`src/design/bpsp_pkg.sv`:
```
// Shared types, widths and constants for the box and plane section block.
// Used by every module of the block; depends on nothing.
`default_nettype none
package bpsp_pkg;

  localparam int COORD_W     = 32;
  localparam int NORM_W      = 18;
  localparam int PROD_W      = NORM_W + COORD_W;
  localparam int DIST_W      = 51;
  localparam int DIV_W       = 52;
  localparam int DIFF_W      = COORD_W + 1;
  localparam int RATIO_W     = 16;
  localparam int COL_W       = 17;
  localparam int NUM_CORNERS = 8;
  localparam int NUM_EDGES   = 12;
  localparam int MAX_PTS     = 6;
  localparam int QUEUE_DEPTH = 2;

  localparam logic [COL_W-1:0] RATIO_ONE = COL_W'(65536);
  localparam logic signed [NORM_W-1:0] NZ_RESET = NORM_W'(65536);

  typedef enum logic [2:0] {
    REG_NX     = 3'd0,
    REG_NY     = 3'd1,
    REG_NZ     = 3'd2,
    REG_OFFSET = 3'd3
  } reg_index_t;

  typedef logic signed [COORD_W-1:0] coord_t;
  typedef logic signed [DIST_W-1:0] dist_t;

  typedef struct packed {
    coord_t [2:0] s;
    coord_t [2:0] e;
    dist_t [NUM_CORNERS-1:0] d;
    logic skip;
  } job_t;

  typedef struct packed {
    logic full;
    logic empty;
  } q_stat_t;

  function automatic logic [2:0] edge_p(input logic [3:0] idx);
    logic [2:0] r;
    case (idx)
      4'd0, 4'd1, 4'd4: r = 3'd0;
      4'd2, 4'd5:       r = 3'd1;
      4'd3, 4'd6:       r = 3'd2;
      4'd7:             r = 3'd3;
      4'd8, 4'd9:       r = 3'd4;
      4'd10:            r = 3'd5;
      4'd11:            r = 3'd6;
      default:          r = 3'd0;
    endcase
    return r;
  endfunction

  function automatic logic [2:0] edge_q(input logic [3:0] idx);
    logic [2:0] r;
    case (idx)
      4'd0:              r = 3'd1;
      4'd1:              r = 3'd2;
      4'd2, 4'd3:        r = 3'd3;
      4'd4:              r = 3'd4;
      4'd5, 4'd8:        r = 3'd5;
      4'd6, 4'd9:        r = 3'd6;
      4'd7, 4'd10, 4'd11: r = 3'd7;
      default:           r = 3'd1;
    endcase
    return r;
  endfunction

endpackage
`default_nettype wire

```
`src/design/bpsp_queue.sv`:
```
// Short job queue between the distance front end and the section back end.
// Depends on bpsp_pkg for the job record.
`default_nettype none
module bpsp_queue import bpsp_pkg::*; #(
  parameter int DEPTH = QUEUE_DEPTH
) (
  input  logic    clk,
  input  logic    rst,
  input  logic    push,
  input  job_t    job_in,
  input  logic    pop,
  output job_t    job_out,
  output q_stat_t qstat
);

  localparam int AW = (DEPTH > 1) ? $clog2(DEPTH) : 1;

  job_t mem [DEPTH];
  logic [AW-1:0] wptr, rptr;
  logic [AW:0] count;

  assign job_out = mem[rptr];
  assign qstat.full = (count == (AW+1)'(DEPTH));
  assign qstat.empty = (count == '0);

  always_ff @(posedge clk) begin
    if (rst) begin
      wptr <= '0;
      rptr <= '0;
      count <= '0;
    end else begin
      if (push) begin
        mem[wptr] <= job_in;
        wptr <= (wptr == AW'(DEPTH-1)) ? '0 : wptr + 1'b1;
      end
      if (pop) begin
        rptr <= (rptr == AW'(DEPTH-1)) ? '0 : rptr + 1'b1;
      end
      case ({push, pop})
        2'b10:   count <= count + 1'b1;
        2'b01:   count <= count - 1'b1;
        default: count <= count;
      endcase
    end
  end

endmodule
`default_nettype wire

```
`config.mk`:
```
export PLATFORM = sky130hd
export DESIGN_NAME = bpsp_queue
export DESIGN_NICKNAME = d
export VERILOG_FILES = /design/src/design/bpsp_pkg.sv /design/src/design/bpsp_queue.sv
export SDC_FILE = /design/constraint.sdc
export NUM_CORES = 1
export LEC_CHECK = 0
export ABC_AREA = 0
export ABC_CLOCK_PERIOD_IN_PS = 53600
export BUFFER_PORTS_ARGS = -buffer_cell sky130_fd_sc_hd__buf_2
export CORE_AREA = 2 2 472 474
export DETAILED_ROUTE_END_ITERATION = 6
export DIE_AREA = 0 0 474 476
export PLACE_DENSITY_LB_ADDON = 0.05
export SLEW_MARGIN = 20
export SYNTH_ARGS = -nofsm -noshare
export SYNTH_HDL_FRONTEND = slang
export SYNTH_SLANG_ARGS = --single-unit
```
`constraint.sdc`:
```
create_clock -name clk -period 53.6 [get_ports clk]
set_input_delay 10.72 -clock clk [delete_from_list [all_inputs] [get_ports clk]]
set_output_delay 10.72 -clock clk [all_outputs]
set_load 0.03 [all_outputs]
```
## Word-level counts from Yosys, hierarchy flattened

Memory sizes are Yosys's and may differ from the RTL's. A register that Yosys moved wholly into a read port is not among the register bits.
Cells that the tools add are included.

| storage, ports and cells | value |
|---|---|
| memories kept | 1 |
| register bits | 4 |
| logic and storage cells | 21 |
| bits in writable memories | 1202 |
| bits of input ports | 605 |
| output and inout bits | 603 |

Memory list:

| name | depth | width | rd ports | clocked after memory_dff | write ports | line | source |
|---|---|---|---|---|---|---|---|
| mem | 2 | 601 | 1 | 1 | 1 | bpsp_queue.sv:18 | `job_t mem [DEPTH];` |

| cells by class | value |
|---|---|
| equal/unequal tests | 3 |
| reductions and logical operators | 2 |
| mux-type cells | 8 |
| $add $sub $neg | 4 |

Operators with widths:

| cell | count |
|---|---|
| two-way mux 1 bit | 7 |
| == test 2 bit, second input constant | 2 |
| one-hot mux 2 bit (2 select lines) | 1 |
| adder 1 bit, second input constant | 2 |
| adder 2 x 1 -> 2 bit, second input constant | 1 |
| == test 2 x 1 -> 1 bit, second input constant | 1 |
| logical NOT 2 bit | 1 |
| nonzero test 2 bit | 1 |
| subtractor 2 x 1 -> 2 bit, second input constant | 1 |

## Logic depth before layout (Yosys ltp)

Gate-level depths: netlist of the first run.

| depth | value |
|---|---|
| depth in word-level cells | 4 |
| depth in mapped cells | 5 |
| gate-level depth less buffers | 5 |

## Least setup slack after synthesis of the first run

Ideal clock, no wire load.

| timing | value |
|---|---|
| path kind | input to register |
| start point | input port rst |
| end point | memory mem[1][0] (netlist name) (enable) |
| slack | -2845 ps |
| setup time | 2439 ps |
| stages | 1 |
| arrival time | 54006 ps |
| buffers on the path | 0 |
| required time | 51161 ps |
| cells stage by stage | nor3b_1 |

| on the way | value |
|---|---|
| longest elaborated chain between the ends | 2 |

RTL lines:

| element | line | source |
|---|---|---|
| start, declared | bpsp_queue.sv:8 | `input logic rst,` |
| two-way mux 1 bit | bpsp_queue.sv:27 | `if (rst) begin` |
| two-way mux 1 bit (not written as such) | bpsp_queue.sv:33 | `mem[wptr] <= job_in;` |
| end, declared | bpsp_queue.sv:18 |  |

Every way passes these cells.

==> results of run 1 <==
through the flow:
step,util (%),instance area (sq um)
after floorplan,-,43800
after global placement,24.0,53100
after detailed placement,24.0,53100
after CTS,26.2,57900
after global routing,26.2,58000
final,26.2,58000
power by group:
group	internal (uW)	switching [uW]	total, uW	leakage [uW]
clock	579	401	980	0.00232
combinational	88.1	185	273	0.00719
sequential	1080	9.21	1090	0.0111
cell families (layout without fill, tap and decap cells):
logic type / count (synthesis) / in the layout / share of synthesized area [%]
AO/OA/AOI/OAI: 2 / 2 / 0.0228
XOR/XNOR: 4 / 4 / 0.0800
adder cells (fa/ha/maj): 1 / 1 / 0.0286
buffers and inverters: 68 / 1503 / 1.72
flip-flops: 1207 / 1207 / 82.6
multiplexers: 601 / 601 / 15.4
other: 0 / 42 / 0
AND/OR/NAND/NOR: 9 / 9 / 0.100
area by class of cell:
type,instances,share of cell area (%)
sequential,1207,62.4
antenna,42,0.181
timing repair buffer,1230,10.9
clock inverter,76,1.25
tap,2975,6.42
inverter,1,0.00647
clock buffer,196,7.01
multi-input combinational,617,11.9
metal layers:
metal / track usage (%) / vias up / routed length, um
met2: 24.2 / 1081 / 81600
met5: 0 / - / 557
li1: - / 10315 / -
met4: 5.08 / 94 / 5930
met1: 13.1 / 11889 / 53700
met3: 7.17 / 452 / 17800
sequential cells by signal, summed over array words and instances (netlist names), named ones only:
name	flops
rptr	1
count	2
mem	1202
wptr	1
path summary, 6_finish.rpt:
path,end,slack (ps),depth (start not counted),startpoint
worst max-delay path,job_out[180],38570,5,register
worst min-delay path,count[1],530,2,count[1]
worst max register to register,mem[0][231],49740,4,wptr
worst min register to register,count[1],530,2,count[1]
worst reg2reg max path, stage by stage, from the launching register on:
cell	delay, ps
dfxtp_1	340
nor3_2	360
buf_12	690
buf_4	1110
buf_4	930
layout by cell type (no fill, tap or decap), types with 5 or more instances in the layout:
master,instances
diode_2,42
clkinv_2,21
bufinv_16,9
clkbuf_16,156
buf_12,6
nor2_1,5
buf_4,16
clkbuf_1,39
mux2_2,601
edfxtp_1,1202
clkinv_1,32
buf_2,1207
==> flow_summary.yaml, run 1 <==
run_status:
  status: "finished, final reports clean"
floorplanning:
  rows: 173
  io_pins: 1208
  die_w_um: 474
  core_sq_um: 221000
  dieArea_sq_um: 226000
  initial_core_util_pct: 19.8
  die_h_um: 476
sta:
  fmax_ghz: 0.0665
  slew_headroom_pct: 26.0
  min_period_ps: 15030
  min_period_over_period_pct: 28.0
  rsz0062_at_grt: "no"
  hold_violations: 0
  setup_viol: 0
  tightest_slew_ps: 1110
  fin_setup_tns_ps: 0
  fin_skew_ps: 18.4
  whs_ps: 527
  drv_slew: 0
  finalWorstSetupSlack_ps: 38570
synth:
  synthesis.area_sq_um: 43800
  synth.most_common_cell: "edfxtp_1"
  synth_area_leader_cell: "edfxtp_1"
  syn_avg_cell_area_sq_um: 23.2
  synth_enable_flop_cells: 1202
  ys_ff_latch: 1207
  yosysTopAreaCellShare_pct: 82.4
  yosys-top-cells-count: "edfxtp_1 (1,202), mux2_2 (601), buf_6 (66)"
  yosysWarnings: 0
  synth.distinct_cells: 16
  synth_flop_cell: "edfxtp_1"
  synth_seq_area_share_pct: 82.6
  ys_top_cells_by_area: "edfxtp_1 (82%), mux2_2 (15%), buf_6 (1.7%)"
  synth_nets: 2498
  postSynth.asyncResetShare_pct: 0
  syn_inst: 1892
cts:
  cts_root_buffer: "clkbuf_16"
  ctsResizeCount: 0
  clk_latency_ps: 760
  post_cts_buffers: 0
  hold_buffers: 0
  clk_pin_slew_worst_paths_ps: 50
  cts.sinks: 1207
  clock_path_buffers: 3
  numCtsBuffers: 152
  htreeDepth: 4
  tritoncts: "built"
place:
  portBuffers: 1207
  pre_cts_ws_ps: 39090
  dp_hpwl_um: 118000
  dp_cells: 6029
  globalplace.congestion: 0.844
worst_setup_path:
  cp_common_cell: "buf_4"
  worstPathRequired_ps: 42880
  critical_path_arrival_ps: 4310
  worst_setup_path_start_kind: "register"
  slowest_delay_ps: 840
  worst-path-buf-inv: 4
  critPathMaxFanout: 80
  crit_chain: "buf_4 > buf_4 > buf_4 > mux2_2 > buf_2"
  end_kind: "output pin"
  crit_slowest_cell: "buf_4"
  critical_path_class: "register to output pin"
  cp_top_family: "buffers and inverters"
drt:
  drtAntennaViolNets: 0
  dr.pass1.iters: 5
  drcViolationCount: 0
  avgRoutedWirePerCell_um: 25.2
  routed_wl_um: 160000
  drt_iter0_drc: 1185
  via_per_inst: 3.76
  num_vias: 23831
final_layout:
  syn_to_final_growth_pct: 32.4
  fin_cells: 6344
  nNetsFinal: 3815
  fillers: 22577
  multi_input_area_sq_um: 6890
  drive_gt1_share_pct: 61.2
  seq_area_sq_um: 36200
flow_run:
  maxCapViolations: 0
pwr:
  worst_ir_drop_vdd_v: 0.0000286
  p_leak_uw: 0.0206
  p_total_uw: 2340
  power_density_nw_per_um2: 40.4
global_routing:
  gr-usage-all-layers_pct: 13.5
  grt_pass1_wl_um: 210000
  grt_max_degree: 154
  grt-ovfl-total: 0
  first_global_vias: 25382
  grt_antenna_before_repair: 180
hold_path:
  hold_path.class: "register to register"
(Power assumes the default switching activity.)
==> run 2: changes to the inputs <==
--- a/config.mk
+++ b/config.mk
@@ -6,7 +6,7 @@
 export NUM_CORES = 1
 export LEC_CHECK = 0
 export ABC_AREA = 0
-export ABC_CLOCK_PERIOD_IN_PS = 53600
+export ABC_CLOCK_PERIOD_IN_PS = 15640
 export BUFFER_PORTS_ARGS = -buffer_cell sky130_fd_sc_hd__buf_2
 export CORE_AREA = 2 2 472 474
 export DETAILED_ROUTE_END_ITERATION = 6
==> constraint.sdc (replaced) <==
create_clock -name clk -period 15.64 [get_ports clk]
set_input_delay 3.128 -clock clk [delete_from_list [all_inputs] [get_ports clk]]
set_output_delay 3.128 -clock clk [all_outputs]
set_load 0.03 [all_outputs]
==> run 2 against run 1 <==
Final area shrank 0.52%. Combinational power rose to 3.4 times the previous value. Sequential power rose to 3.4 times the previous value. Hold slack worse by 8.4 ps. Count of clock-buffer cells in the layout shrank 5. Power increased to 3.4 times the previous value. Flip-flop and latch count unchanged. Routed wire length grew 0.28%. Critical path type unchanged. Critical endpoint is now job_out[158]. Largest power group unchanged.
==> flow_summary.yaml, run 2 (synthesized netlist as in run 1, its figures left out) <==
run_status:
  status: "finished, final reports clean"
drt:
  dr.pass1.iters: 5
  top_layer: "met5"
  drt_iter0_drc: 1048
  met2_length_um: 79300
  drtAntennaViolNets: 0
  wl_met3_um: 19600
  via_per_inst: 3.75
  wl_met1_um: 52300
  num_vias: 23773
  avgRoutedWirePerCell_um: 25.2
  routed_wl_um: 160000
  drcViolationCount: 0
cts:
  cts.sinks: 1207
  htreeDepth: 4
  tritoncts: "built"
  clk_latency_ps: 780
  numCtsBuffers: 148
  clk_pin_slew_worst_paths_ps: 60
  ctsResizeCount: 0
  cts_root_buffer: "clkbuf_16"
  clock_path_buffers: 3
  post_cts_buffers: 0
  hold_buffers: 0
final_layout:
  multi_input_area_sq_um: 6890
  drive_gt1_share_pct: 60.9
  regMostFlops: "mem"
  syn_to_final_growth_pct: 31.7
  design_area_sq_um: 57700
  nNetsFinal: 3814
  fillers: 22602
  final_common_cell: "buf_2"
  largest_reg_flops: 1202
  top_regs: "mem: 1202 flops, count: 2 flops"
  final_cell_mix: "buf_2 (1,207), edfxtp_1 (1,202), mux2_2 (601)"
  seq_area_sq_um: 36200
floorplanning:
  die_h_um: 476
  core_sq_um: 221000
  initial_core_util_pct: 19.8
  dieArea_sq_um: 226000
  die_w_um: 474
  rows: 173
  io_pins: 1208
worst_setup_path:
  crit_slowest_cell: "buf_4"
  r2r_slack_ps: 11710
  worstPathRequired_ps: 12510
  cp_common_cell: "buf_12"
  end_kind: "output pin"
  critical_path_arrival_ps: 4900
  worst_setup_path_start_kind: "register"
  critical_path_class: "register to output pin"
  slowest_delay_ps: 910
  worstSetupEndpoint: "job_out[158]"
  reg2reg_to: "mem[1][546]"
  r2r_start: "wptr"
  critPathMaxFanout: 150
  r2r_cells: 5
  crit_chain: "buf_12 > buf_4 > buf_12 > mux2_2 > buf_2"
sta:
  hold_violations: 0
  slew_headroom_pct: 20.3
  drv_slew: 0
  min_period_over_period_pct: 51.3
  min_period_ps: 8030
  finalWorstSetupSlack_ps: 7610
  tightest_slew_ps: 1200
  fin_setup_tns_ps: 0
  fin_skew_ps: 24.2
  rsz0062_at_grt: "no"
  fmax_ghz: 0.125
  whs_ps: 519
  setup_viol: 0
place:
  globalplace.congestion: 0.826
  dpl-instance-area_sq_um: 53100
  pre_cts_ws_ps: 8330
  dp_hpwl_um: 120000
  portBuffers: 1207
pwr:
  p_total_uw: 7860
  p_leak_uw: 0.0205
  worst_ir_drop_vdd_v: 0.0000972
  power_density_nw_per_um2: 136
global_routing:
  grt-ovfl-total: 0
  grt_antenna_before_repair: 196
  gr-usage-all-layers_pct: 13.6
  grt_pass1_wl_um: 211000
  grt_max_degree: 151
  first_global_vias: 25505
hold_path:
  hold_path.class: "register to register"
flow_run:
  maxCapViolations: 0
-- run 2: cell count changes in the layout (fill, tap and decap cells not counted), moves of 4 or more --
cell / previous run / this run
bufinv_16: 9 / 4
diode_2: 42 / 47
buf_4: 16 / 20
clkbuf_16: 156 / 152
clkinv_1: 32 / 36
-- run 2: how the worst min path moves through the flow --
stage             start  endpoint  slack (ps)  cells after the start
2_1_floorplan  count[1]  count[1]         460                      2
6_report           rptr      rptr         520                      2
5_1_grt        count[1]  count[1]         570                      2
3_5_place_dp       rptr  register         500                      2
3_3_place_gp   count[1]  count[1]         490                      2
4_1_cts            rptr      rptr         520                      2
-- run 2: metal layers --
| layer | up-vias | global-route usage [%] |
|---|---|---|
| met3 | 517 | 7.86 |
| met2 | 1120 | 23.4 |
| met1 | 11652 | 12.8 |
| met4 | 132 | 6.85 |
| met5 | - | 0 |
| li1 | 10352 | - |
-- run 2: final cells by class --
type                       count  share of cell area [%]
tap                         2975                    6.45
antenna                       47                   0.204
timing repair buffer        1233                    10.9
clock inverter                69                   0.878
inverter                       1                 0.00650
multi-input combinational    617                    11.9
clock buffer                 191                    6.84
sequential                  1207                    62.7
-- run 2: report_power, final --
part           internal (uW)  switching (uW)  leakage (uW)
registers               3700            41.8        0.0111
clock network           1840            1350       0.00217
logic                    302             622       0.00720
-- run 2: worst max-delay path: cells and delay by family, from the launching register on --
| kind | cells | cell delay (ps) |
|---|---|---|
| DFF | 1 | 860 |
| buffers and inverters | 4 | 2130 |
| muxes | 1 | 430 |
-- run 2: stage by stage --
stage / std cells / util [%]
floorplan: 1892 / -
global placement: 6032 / 24.0
detailed placement: 6032 / 24.0
CTS: 6292 / 26.0
global route: 6316 / 26.1
finish: 6340 / 26.1
==> run 3: changes to the inputs <==
--- a/config.mk
+++ b/config.mk
@@ -5,8 +5,8 @@
 export SDC_FILE = /design/constraint.sdc
 export NUM_CORES = 1
 export LEC_CHECK = 0
-export ABC_AREA = 0
-export ABC_CLOCK_PERIOD_IN_PS = 15640
+export ABC_AREA = 1
+export ABC_CLOCK_PERIOD_IN_PS = 6400
 export BUFFER_PORTS_ARGS = -buffer_cell sky130_fd_sc_hd__buf_2
 export CORE_AREA = 2 2 472 474
 export DETAILED_ROUTE_END_ITERATION = 6
==> constraint.sdc (replaced) <==
create_clock -name clk -period 6.4 [get_ports clk]
set_input_delay 1.28 -clock clk [delete_from_list [all_inputs] [get_ports clk]]
set_output_delay 1.28 -clock clk [all_outputs]
set_load 0.03 [all_outputs]
==> run 3 against run 2 <==
Sequential power grew 140%. Largest power group unchanged. Clock skew decreased by 1.2 ps. Count of clock-buffer cells in the layout up 4. First-iteration DRC count up 0.29%. Power grew 150%. Clock power increased to 2.5 times the previous value.
==> flow_summary.yaml, run 3 <==
final_layout:
  seq_area_sq_um: 36200
  final_cell_mix: "buf_2 (1,207), edfxtp_1 (1,202), mux2_2 (601)"
  multi_input_area_sq_um: 6890
  fin_cells: 6355
  regMostFlops: "mem"
  syn_to_final_growth_pct: 32.4
  final_common_cell: "buf_2"
  drive_gt1_share_pct: 61.0
  top_regs: "mem: 1202 flops, count: 2 flops"
  nNetsFinal: 3839
  largest_reg_flops: 1202
  utilization_pct: 26.3
  fillers: 22567
sta:
  finalWorstSetupSlack_ps: 2130
  drv_slew: 0
  fin_setup_tns_ps: 0
  tightest_slew_ps: 1010
  fin_skew_ps: 23.0
  min_period_over_period_pct: 66.7
  hold_violations: 0
  rsz0062_at_grt: "no"
  setup_viol: 0
  fmax_ghz: 0.234
  slew_headroom_pct: 32.3
  min_period_ps: 4270
place:
  globalplace.congestion: 0.791
  dp_hpwl_um: 114000
  pre_cts_ws_ps: 2810
  portBuffers: 1207
  dp_cells: 6055
worst_setup_path:
  end_kind: "output pin"
  reg2reg_to: "mem[1][562]"
  critical_path_arrival_ps: 2990
  r2r_slack_ps: 4010
  worst_setup_path_start_kind: "register"
  critical_path_class: "register to output pin"
  r2r_cells: 4
  critPathMaxFanout: 49
  r2r_start: "wptr"
  worstPathRequired_ps: 5120
drt:
  drt_iter0_drc: 1051
  routed_wl_um: 154000
  num_vias: 23618
  dr.pass1.iters: 5
  avgRoutedWirePerCell_um: 24.2
  drcViolationCount: 0
  via_per_inst: 3.72
  drtAntennaViolNets: 0
floorplanning:
  io_pins: 1208
  core_sq_um: 221000
  die_w_um: 474
  die_h_um: 476
  dieArea_sq_um: 226000
  initial_core_util_pct: 19.8
  rows: 173
synth:
  yosysTopAreaCellShare_pct: 82.3
  ys_ff_latch: 1207
  synth.distinct_cells: 14
  synthesis.area_sq_um: 43800
  postSynth.asyncResetShare_pct: 0
  synth_seq_area_share_pct: 82.6
  synth_area_leader_cell: "edfxtp_1"
  synth_nets: 2510
  synth_flop_cell: "edfxtp_1"
  yosysWarnings: 0
  syn_avg_cell_area_sq_um: 23.0
  ys_top_cells_by_area: "edfxtp_1 (82%), mux2_2 (15%), buf_6 (1.7%)"
  syn_inst: 1904
  synth_enable_flop_cells: 1202
  yosys-top-cells-count: "edfxtp_1 (1,202), mux2_2 (601), buf_6 (66)"
  synth.most_common_cell: "edfxtp_1"
global_routing:
  grt_antenna_before_repair: 172
  grt-ovfl-total: 0
  first_global_vias: 25257
  grt_max_degree: 150
  gr-usage-all-layers_pct: 13.1
  grt_pass1_wl_um: 204000
cts:
  clock_path_buffers: 3
  post_cts_buffers: 0
  numCtsBuffers: 151
  cts.sinks: 1207
  hold_buffers: 0
  htreeDepth: 4
  tritoncts: "built"
  clk_pin_slew_worst_paths_ps: 50
  cts_root_buffer: "clkbuf_16"
  clk_latency_ps: 790
  ctsResizeCount: 0
pwr:
  combPwrFrac_pct: 11.4
  p_leak_uw: 0.0206
  power_density_nw_per_um2: 333
  pwr-share-clk_pct: 41.7
  worst_ir_drop_vdd_v: 0.000262
  power_switching_uw: 4890
  p_total_uw: 19300
  seqPwrFrac_pct: 46.9
  swShare_pct: 25.3
  p_int_uw: 14500
run_status:
  status: "finished, final reports clean"
flow_run:
  maxCapViolations: 0
hold_path:
  min_from: "wptr"
  min_path_cells: 2
  whs_endpoint: "wptr"
  hold_path.class: "register to register"
-- run 3: cell types whose count changed in the layout (fill, tap and decap cells not counted), sizes merged, moves of 2 or more --
| cell | change |
|---|---|
| buf | +10 |
| bufinv | +4 |
| clkbuf | +4 |
| clkinv | -7 |
| clkinvlp | +2 |
| diode | -16 |
| inv | +12 |
| nand2 | +6 |
| nor2 | +4 |
| xnor2 | -2 |
-- run 3: worst max path at each step --
stage | slack (ps) | start | end
after floorplan | -9570 | push | mem[1][0]
after global placement | 2830 | register | job_out[60]
after detailed placement | 2810 | push | mem[1][536]
after CTS | 1930 | register | job_out[60]
after global routing | 1890 | register | job_out[60]
final | 2130 | register | job_out[60]
-- run 3: stage by stage --
step / area (sq um) / hold WS (ps)
after floorplan: 43900 / 437
after global placement: 53300 / 452
after detailed placement: 53300 / 455
after CTS: 58000 / 464
after global routing: 58000 / 496
final: 58000 / 464
-- run 3: worst max-delay path, cell delays in order, from the launching register on --
cell	delay, ps
dfxtp_4	800
buf_4	680
mux2_2	440
buf_2	190
-- run 3: kinds of logic after synthesis --
group | synth area share, %
compound gates | 0.0342
simple gates | 0.154
fa+ha+maj | 0.0285
buf+inv | 1.77
xor+xnor | 0.0200
mux | 15.4
flops | 82.6
-- run 3: final cells by class --
type	instances	area share [%]
Antenna cell	31	0.134
Clock buffer	195	6.87
Clock inverter	74	1.18
Inverter	7	0.0668
Multi-Input combinational cell	623	11.9
Sequential cell	1207	62.4
Tap cell	2975	6.41
Timing Repair Buffer	1243	11.1
-- run 3: routing by layer --
layer / track usage (%) / part of all wire [%]
met3: 8.08 / 13
met5: 0 / 0.45
met4: 4.58 / 3.5
met1: 11.8 / 32
met2: 23.7 / 52
-- run 3: power by group through the flow --
stage | clock (uW) | combinational, uW | sequential (uW)
finish | 8070 | 2200 | 9070
global route | 8720 | 2340 | 9090
CTS | 8450 | 2270 | 9080
detailed placement | 0 | 2260 | 9240
global placement | 0 | 2240 | 9240
floorplan | 0 | 1410 | 9300
